<file path="src/hw/rtl/lldq_pkg.sv">
// Shared types and codes for the linked list deque with search.
`default_nettype none

package lldq_pkg;

    // Request codes carried in req_type.
    typedef enum logic [2:0] {
        REQ_PUSH_FRONT = 3'd0,
        REQ_PUSH_BACK  = 3'd1,
        REQ_POP_FRONT  = 3'd2,
        REQ_POP_BACK   = 3'd3,
        REQ_DELETE     = 3'd4,
        REQ_SEARCH     = 3'd5
    } req_t;

    // Status codes carried in status.
    typedef enum logic [1:0] {
        ST_OK    = 2'd0,
        ST_EMPTY = 2'd1,
        ST_FULL  = 2'd2
    } status_t;

    // Input word.
    typedef struct packed {
        logic [2:0]         req_type;
        logic signed [31:0] data_value;
    } in_word_t;

    // Result word.
    typedef struct packed {
        logic [1:0]         status;
        logic signed [31:0] result_value;
        logic [8:0]         entry_count;
    } out_word_t;

    // Operation broadcast to every cell.
    typedef enum logic [2:0] {
        CMD_NONE   = 3'd0,
        CMD_PUSH_F = 3'd1,
        CMD_PUSH_B = 3'd2,
        CMD_POP_F  = 3'd3,
        CMD_POP_B  = 3'd4,
        CMD_WALK   = 3'd5
    } op_t;

    typedef struct packed {
        op_t                op;
        logic               del;
        logic signed [31:0] data;
    } cell_cmd_t;

    // Contents of one cell as seen by its neighbors.
    typedef struct packed {
        logic               vld;
        logic signed [31:0] value;
    } slot_t;

    // Walk tokens handed from a cell to the next one toward the tail.
    typedef struct packed {
        logic find;
        logic shift;
    } tok_t;

    // Reply handed from a cell to the next one toward the head.
    typedef struct packed {
        logic               vld;
        logic               hit;
        logic signed [31:0] value;
    } reply_t;

endpackage

`default_nettype wire

</file>
<file path="src/hw/rtl/lldq_ctrl.sv">
// Request sequencer, entry count and result register of the deque.
`default_nettype none

module lldq_ctrl #(
    parameter int CAPACITY = 256
) (
    input  wire logic                 aclk,
    input  wire logic                 aresetn,
    input  wire logic                 s_valid,
    output logic                      s_ready,
    input  wire lldq_pkg::in_word_t   s_data,
    output logic                      m_valid,
    input  wire logic                 m_ready,
    output lldq_pkg::out_word_t       m_data,
    output lldq_pkg::cell_cmd_t       cmd,
    input  wire lldq_pkg::slot_t      head,
    input  wire lldq_pkg::reply_t     rep
);

    localparam int CNT_W = $clog2(CAPACITY + 1);

    typedef enum logic [3:0] {
        S_IDLE = 4'b0001,
        S_EXEC = 4'b0010,
        S_WAIT = 4'b0100,
        S_DONE = 4'b1000
    } state_t;

    state_t               state_reg, state_next;
    logic [2:0]           req_reg, req_next;
    logic signed [31:0]   key_reg, key_next;
    logic [CNT_W-1:0]     count_reg, count_next;
    logic [CNT_W-1:0]     step_reg, step_next;
    logic [CNT_W-1:0]     len_reg, len_next;
    logic                 got_reg, got_next;
    logic [1:0]           status_reg, status_next;
    logic signed [31:0]   res_reg, res_next;
    logic                 out_vld_reg, out_vld_next;
    lldq_pkg::out_word_t  out_reg, out_next;

    always_comb begin
        state_next   = state_reg;
        req_next     = req_reg;
        key_next     = key_reg;
        count_next   = count_reg;
        step_next    = step_reg;
        len_next     = len_reg;
        got_next     = got_reg;
        status_next  = status_reg;
        res_next     = res_reg;
        out_vld_next = out_vld_reg && !m_ready;
        out_next     = out_reg;
        cmd.op       = lldq_pkg::CMD_NONE;
        cmd.del      = (req_reg == lldq_pkg::REQ_DELETE);
        cmd.data     = key_reg;

        unique case (state_reg)
            S_IDLE: begin
                if (s_valid) begin
                    req_next   = s_data.req_type;
                    key_next   = s_data.data_value;
                    state_next = S_EXEC;
                end
            end
            S_EXEC: begin
                status_next = lldq_pkg::ST_EMPTY;
                res_next    = '0;
                step_next   = '0;
                len_next    = '0;
                got_next    = 1'b0;
                state_next  = S_DONE;
                priority if (req_reg == lldq_pkg::REQ_PUSH_FRONT ||
                             req_reg == lldq_pkg::REQ_PUSH_BACK) begin
                    if (count_reg == CNT_W'(CAPACITY)) begin
                        status_next = lldq_pkg::ST_FULL;
                    end else begin
                        cmd.op      = (req_reg == lldq_pkg::REQ_PUSH_FRONT) ?
                                      lldq_pkg::CMD_PUSH_F : lldq_pkg::CMD_PUSH_B;
                        count_next  = count_reg + CNT_W'(1);
                        status_next = lldq_pkg::ST_OK;
                    end
                end else if (count_reg == '0) begin
                    // Empty list: pops, deletes and searches all miss.
                end else if (req_reg == lldq_pkg::REQ_POP_FRONT) begin
                    cmd.op      = lldq_pkg::CMD_POP_F;
                    res_next    = head.value;
                    count_next  = count_reg - CNT_W'(1);
                    status_next = lldq_pkg::ST_OK;
                end else if (req_reg == lldq_pkg::REQ_POP_BACK) begin
                    cmd.op     = lldq_pkg::CMD_POP_B;
                    count_next = count_reg - CNT_W'(1);
                    state_next = S_WAIT;
                end else if (req_reg == lldq_pkg::REQ_DELETE ||
                             req_reg == lldq_pkg::REQ_SEARCH) begin
                    cmd.op     = lldq_pkg::CMD_WALK;
                    len_next   = count_reg;
                    state_next = S_WAIT;
                end else begin
                    // Unknown code: drop it, report a miss.
                end
            end
            S_WAIT: begin
                if (step_reg < len_reg) begin
                    step_next = step_reg + CNT_W'(1);
                end
                if (rep.vld) begin
                    got_next = 1'b1;
                    if (rep.hit) begin
                        status_next = lldq_pkg::ST_OK;
                        if (req_reg == lldq_pkg::REQ_POP_BACK) begin
                            res_next = rep.value;
                        end
                        if (req_reg == lldq_pkg::REQ_DELETE) begin
                            count_next = count_reg - CNT_W'(1);
                        end
                    end else begin
                        status_next = lldq_pkg::ST_EMPTY;
                    end
                end
                if ((got_reg || rep.vld) && step_reg >= len_reg) begin
                    state_next = S_DONE;
                end
            end
            S_DONE: begin
                if (!out_vld_reg || m_ready) begin
                    out_vld_next          = 1'b1;
                    out_next.status       = status_reg;
                    out_next.result_value = res_reg;
                    out_next.entry_count  = 9'(count_reg);
                    state_next            = S_IDLE;
                end
            end
            default: state_next = S_IDLE;
        endcase
    end

    always_ff @(posedge aclk) begin
        if (!aresetn) begin
            state_reg   <= S_IDLE;
            count_reg   <= '0;
            step_reg    <= '0;
            len_reg     <= '0;
            got_reg     <= 1'b0;
            out_vld_reg <= 1'b0;
        end else begin
            state_reg   <= state_next;
            count_reg   <= count_next;
            step_reg    <= step_next;
            len_reg     <= len_next;
            got_reg     <= got_next;
            out_vld_reg <= out_vld_next;
        end
        req_reg    <= req_next;
        key_reg    <= key_next;
        status_reg <= status_next;
        res_reg    <= res_next;
        out_reg    <= out_next;
    end

    assign s_ready = (state_reg == S_IDLE);
    assign m_valid = out_vld_reg;
    assign m_data  = out_reg;

    // A reply only comes back while a pop back or a walk is in flight.
    a_reply_in_wait: assert property (@(posedge aclk) disable iff (!aresetn)
        rep.vld |-> state_reg == S_WAIT)
        else $error("reply from cell chain outside of wait state");

    // The count never runs past the number of cells.
    a_count_bound: assert property (@(posedge aclk) disable iff (!aresetn)
        count_reg <= CNT_W'(CAPACITY))
        else $error("entry count above capacity");

    // Between requests the head cell is occupied exactly when the list is not empty.
    a_head_matches_count: assert property (@(posedge aclk) disable iff (!aresetn)
        state_reg == S_IDLE |-> (count_reg != '0) == head.vld)
        else $error("head cell occupancy disagrees with entry count");

    // A refused insert leaves the count alone.
    a_full_holds: assert property (@(posedge aclk) disable iff (!aresetn)
        (state_reg == S_EXEC && count_reg == CNT_W'(CAPACITY) &&
         (req_reg == lldq_pkg::REQ_PUSH_FRONT || req_reg == lldq_pkg::REQ_PUSH_BACK))
        |=> $stable(count_reg))
        else $error("count changed on a refused insert");

endmodule

`default_nettype wire
</file>
<file path="config.mk">
export PLATFORM = sky130hd
export DESIGN_NAME = lldq_ctrl
export DESIGN_NICKNAME = d
export VERILOG_FILES = /design/src/hw/rtl/lldq_pkg.sv /design/src/hw/rtl/lldq_ctrl.sv
export SDC_FILE = /design/constraint.sdc
export NUM_CORES = 1
export LEC_CHECK = 0
export BUFFER_PORTS_ARGS = -buffer_cell sky130_fd_sc_hd__buf_4
export CORE_ASPECT_RATIO = 1.1
export CORE_UTILIZATION = 45
export DETAILED_ROUTE_END_ITERATION = 16
export PLACE_DENSITY = 0.7
export SLEW_MARGIN = 10
export SYNTH_ARGS = -nofsm -noshare
export SYNTH_HDL_FRONTEND = slang
export SYNTH_SLANG_ARGS = --single-unit
</file>
<file path="constraint.sdc">
create_clock -name aclk -period 3.9 [get_ports aclk]
set_clock_uncertainty 0.2 [all_clocks]
set_input_delay 0.585 -clock aclk [delete_from_list [all_inputs] [get_ports aclk]]
set_output_delay 0.585 -clock aclk [all_outputs]
set_load 0.03 [all_outputs]
</file>
# Word-level counts from Yosys, hierarchy flattened
# Index checks and enable logic that the tools add are counted.
totals:
  register_bits: 145
  inputBits: 106
  out_inout_bits: 81
  elab_cells: 108
classes:
  addsub: 3
  order_cmp: 2
  n_eq_ne: 21
  muxes: 51
  n_reduce_logical: 18
op_table:
  columns: ["operator", "n"]
  rows:
  - ["$mux W32", 6]
  - ["$mux W9", 14]
  - ["$pmux W32 S2", 1]
  - ["$pmux W9 S2", 2]
  - ["$mux W4", 8]
  - ["$add A9 B1 Y9 const B", 2]
  - ["$mux W3", 6]
  - ["$ne A2 B2 Y1 const B", 8]
  - ["$pmux W4 S4", 1]
  - ["$mux W2", 5]
  - ["$eq A9 B9 Y1 const B", 1]
  - ["$ge A9 B9 Y1", 1]
  - ["$logic_not A9 Y1", 1]
  - ["$lt A9 B9 Y1", 1]
  - ["$sub A9 B1 Y9 const B", 1]
  - ["$reduce_and A2 Y1", 4]
  - ["$reduce_and A7 Y1", 1]
  - ["$eq A3 B2 Y1 const B", 2]
  - ["$eq A3 B3 Y1 const B", 2]
  - ["$mux W1", 6]
  - ["$ne A3 B3 Y1 const B", 2]
  - ["$eq A4 B1 Y1 const B", 1]
  - ["$eq A4 B2 Y1 const B", 1]
  - ["$eq A4 B3 Y1 const B", 1]
  - ["12 further kinds", 17]

# Depth between registers and ports, before layout
depth:
  word_depth: 8
  mapped_depth: 8
  depth_no_buf: 7

# Least setup slack after synthesis
# No wires, ideal clock.
synth_timing:
  kind: "reg-to-output"
  start: "register state_reg[3]"
  end: "output cmd[34] (netlist name)"
  arrival_time_ps: 2705
  required_ps: 3115
  slack_ps: 410
  path_stages_with_launch: 4
  n_path_buf: 1
  path_cell_list: "dfxtp_1 > or4b_2 > clkbuf_1 > a2111oi_0"
synth_rtl:
  columns: ["item", "line", "text"]
  rows:
  - ["start: declaration", "lldq_ctrl.sv:29", "state_t state_reg, state_next;"]
  - ["start signal: assignment", "lldq_ctrl.sv:146", "state_reg <= state_next;"]
  - ["end: declaration", "lldq_ctrl.sv:15", "output lldq_pkg::cell_cmd_t cmd,"]

==> out/results.ini <==
[yosys]
syn_inst = 415
synth_edf_count = 112
synthArstFlopShare = 0
synth_cell_type_count = 60
synth_compound_area_frac = 0.132
synthFlopType = edfxtp_1
seq_area_frac_synth = 0.694
syn_area_mm2 = 0.00580
synthMuxAreaShare = 0.00691
synth_area_per_cell_um2 = 14.0
synth-warning-count = 0
synth_xor_area_frac = 0.00604
yosys-top-cells-count = 112 x edfxtp_1, 33 x dfxtp_1, 32 x a22o_1
synth_area_leaders = edfxtp_1 58%, dfxtp_1 11%, a22o_1 4.8%, ha_1 2.8%, a21oi_1 1.9%
synth_top_area_frac = 0.580
synth-seq-cells = 145
synth_most_common_cell = edfxtp_1
synth-simple-area-share = 0.110
synthAdderAreaFrac = 0.0281
synth_top_cell_by_area = edfxtp_1
syn_nets = 534
synth_top_family_by_area = compound AO/OA/AOI/OAI gates

[critical_path]
cp_max_fo = 9
cp_top_family = simple AND/OR/NAND/NOR gates
crit-reg2reg-capture = step_reg[6]$_SDFFE_PN0P_
r2r-start = state_reg[3]$_SDFFE_PN0P_
crit_chain = or4b_2 -> a2111oi_0 -> buf_4
critPathMaxStageDelay_ns = 0.85
path_class = reg -> out
crit_buf_inv = 1
worst_setup_path_start_kind = register
crit_end = cmd[34]
cp.arrival_ns = 2.57
path_depth = 3
end_kind = primary output
critical_path.slowest_cell = or4b_2
crit_path_start = state_reg[3]$_SDFFE_PN0P_
worst_ep_required_time_ns = 3.12
rrSetupSlack_ns = 1.14
r2r_cells = 6

[clock_tree]
clock-sinks = 145
cts_tree = yes
clk_latency_ns = 0.43
hold_buffers = 0
clkTransAtPathRegs_ns = 0.06
clockBufferDepth = 2
cts_root_buffer = clkbuf_16
h-tree-depth = 4
cts_buffers = 17
cts_resized = 0
postCtsSetupBuffers = 0

[finish]
largest_register_ffs = 43
final_cells = 773
area_growth_pct = 36.6
drive_above_1_share = 0.377
nNetsFinal = 722
antenna_cells = 0
n_fill_cell = 979
final_area_mm2 = 0.00792

[routing]
drc = 0
vias_per_cell = 5.38
via_count = 4157
ant_nets = 0
routedWlPerCell_um = 17.7
dr.pass1.iters = 5
wirelength_um = 13700
first_iter_violations = 251

[global_routing]
grt_pass1_vias = 4069
grt_pass1_wl_um = 20400
grt_max_degree = 44
antenna_found_initial = 0
gr-total-overflow = 0
grt_usage = 0.210

[timing]
fmaxAchievable_ghz = 0.298
slew_viol_final = 0
hold_violations = 0
tns_ns = 0
finalSetupViolations = 0
rsz0062_at_grt = false
fin_crit_sh = 0.861
max_slew_margin = 0.489
fin_crit_ns = 3.36
worst_slew_pin_slew_ns = 0.761

[floorplanning]
pin_count = 187
fp.dieH_um = 121
die-area_mm2 = 0.0133
fp-row-count = 43
die_w_um = 110
coreArea_mm2 = 0.0126
start_util = 0.460

[outcome]
status = completed

[place]
place_congestion = 0.866
dp.cells = 741
place_area_mm2 = 0.00735
place.port_buffers = 185
hpwl_um = 9710

[worst_hold_path]
min-delay-start = s_data[27]
hp-class = in -> reg

[power]
irDropWorstVdd_mv = 0.463
p_leak_nw = 3.06
powerDensity_mw_per_mm2 = 587

[run]
cap_viol_max_count = 0

-- power breakdown --
group	switching [mW]	internal, mW
combinational	0.647	0.403
clock	0.619	0.932
sequential	0.121	1.93
total	1.39	3.26
-- metal layers --
layer  GRT usage  vias to the layer above  wire length (um)
li1            -                     2005                 -
met4       0.104                        0               379
met1       0.252                     1974              5480
met3      0.0580                       32               850
met2       0.345                      146              6990
met5           0                        -                 0
-- cells by family (layout without fill, tap and decap cells) --
logic type | count (synthesis) | in the layout
adders and majority gates | 13 | 13
xor gates and xnor gates | 4 | 4
buffers and inverters | 34 | 235
AOI/OAI and AO/OA | 105 | 105
muxes | 4 | 4
and+or+nand+nor | 110 | 110
DFF | 145 | 145
-- how the worst min path moves through the flow --
stage                            endpoint  cells after the start
finish              key_reg[27]$_DFFE_PP_                      1
global route        key_reg[30]$_DFFE_PP_                      1
CTS                 key_reg[27]$_DFFE_PP_                      1
detailed placement   m_data[11]$_DFFE_PP_                      0
global placement     m_data[27]$_DFFE_PP_                      0
floorplan            m_data[10]$_DFFE_PP_                      0
-- per-stage QoR --
stage | hold slack, ns | worst slack (ns) | power [mW] | util
2_1_floorplan | 0.200 | 0.410 | 2.73 | -
3_3_place_gp | 0.200 | 1.16 | 3.09 | 0.584
3_5_place_dp | 0.205 | 0.970 | 3.13 | 0.584
4_1_cts | 0.118 | 0.501 | 4.67 | 0.629
5_1_grt | 0.111 | 0.448 | 4.84 | 0.629
6_report | 0.133 | 0.543 | 4.65 | 0.629
-- final cells by class --
cell class / instances / area [um^2] / area share
clock buffers: 17 / 425 / 0.0537
clock inverters: 15 / 143 / 0.0180
well taps: 157 / 196 / 0.0248
repair buffers: 191 / 1430 / 0.181
multi-input cells: 236 / 1650 / 0.209
flip-flops and latches: 145 / 4020 / 0.508
inverters: 12 / 45.0 / 0.00569
-- placed cells by master (no fill, tap or decap), types with 12 or more instances in the layout --
cell type	netlist	layout
buf_4	1	191
edfxtp_1	112	112
dfxtp_1	33	33
a22o_1	32	32
nand2_1	25	25
a21oi_1	22	22
clkbuf_16	0	17
o21ai_0	14	14
nor2_1	15	14
ha_1	13	13
inv_1	12	12
No activity file was read; power rests on OpenSTA's default activity.
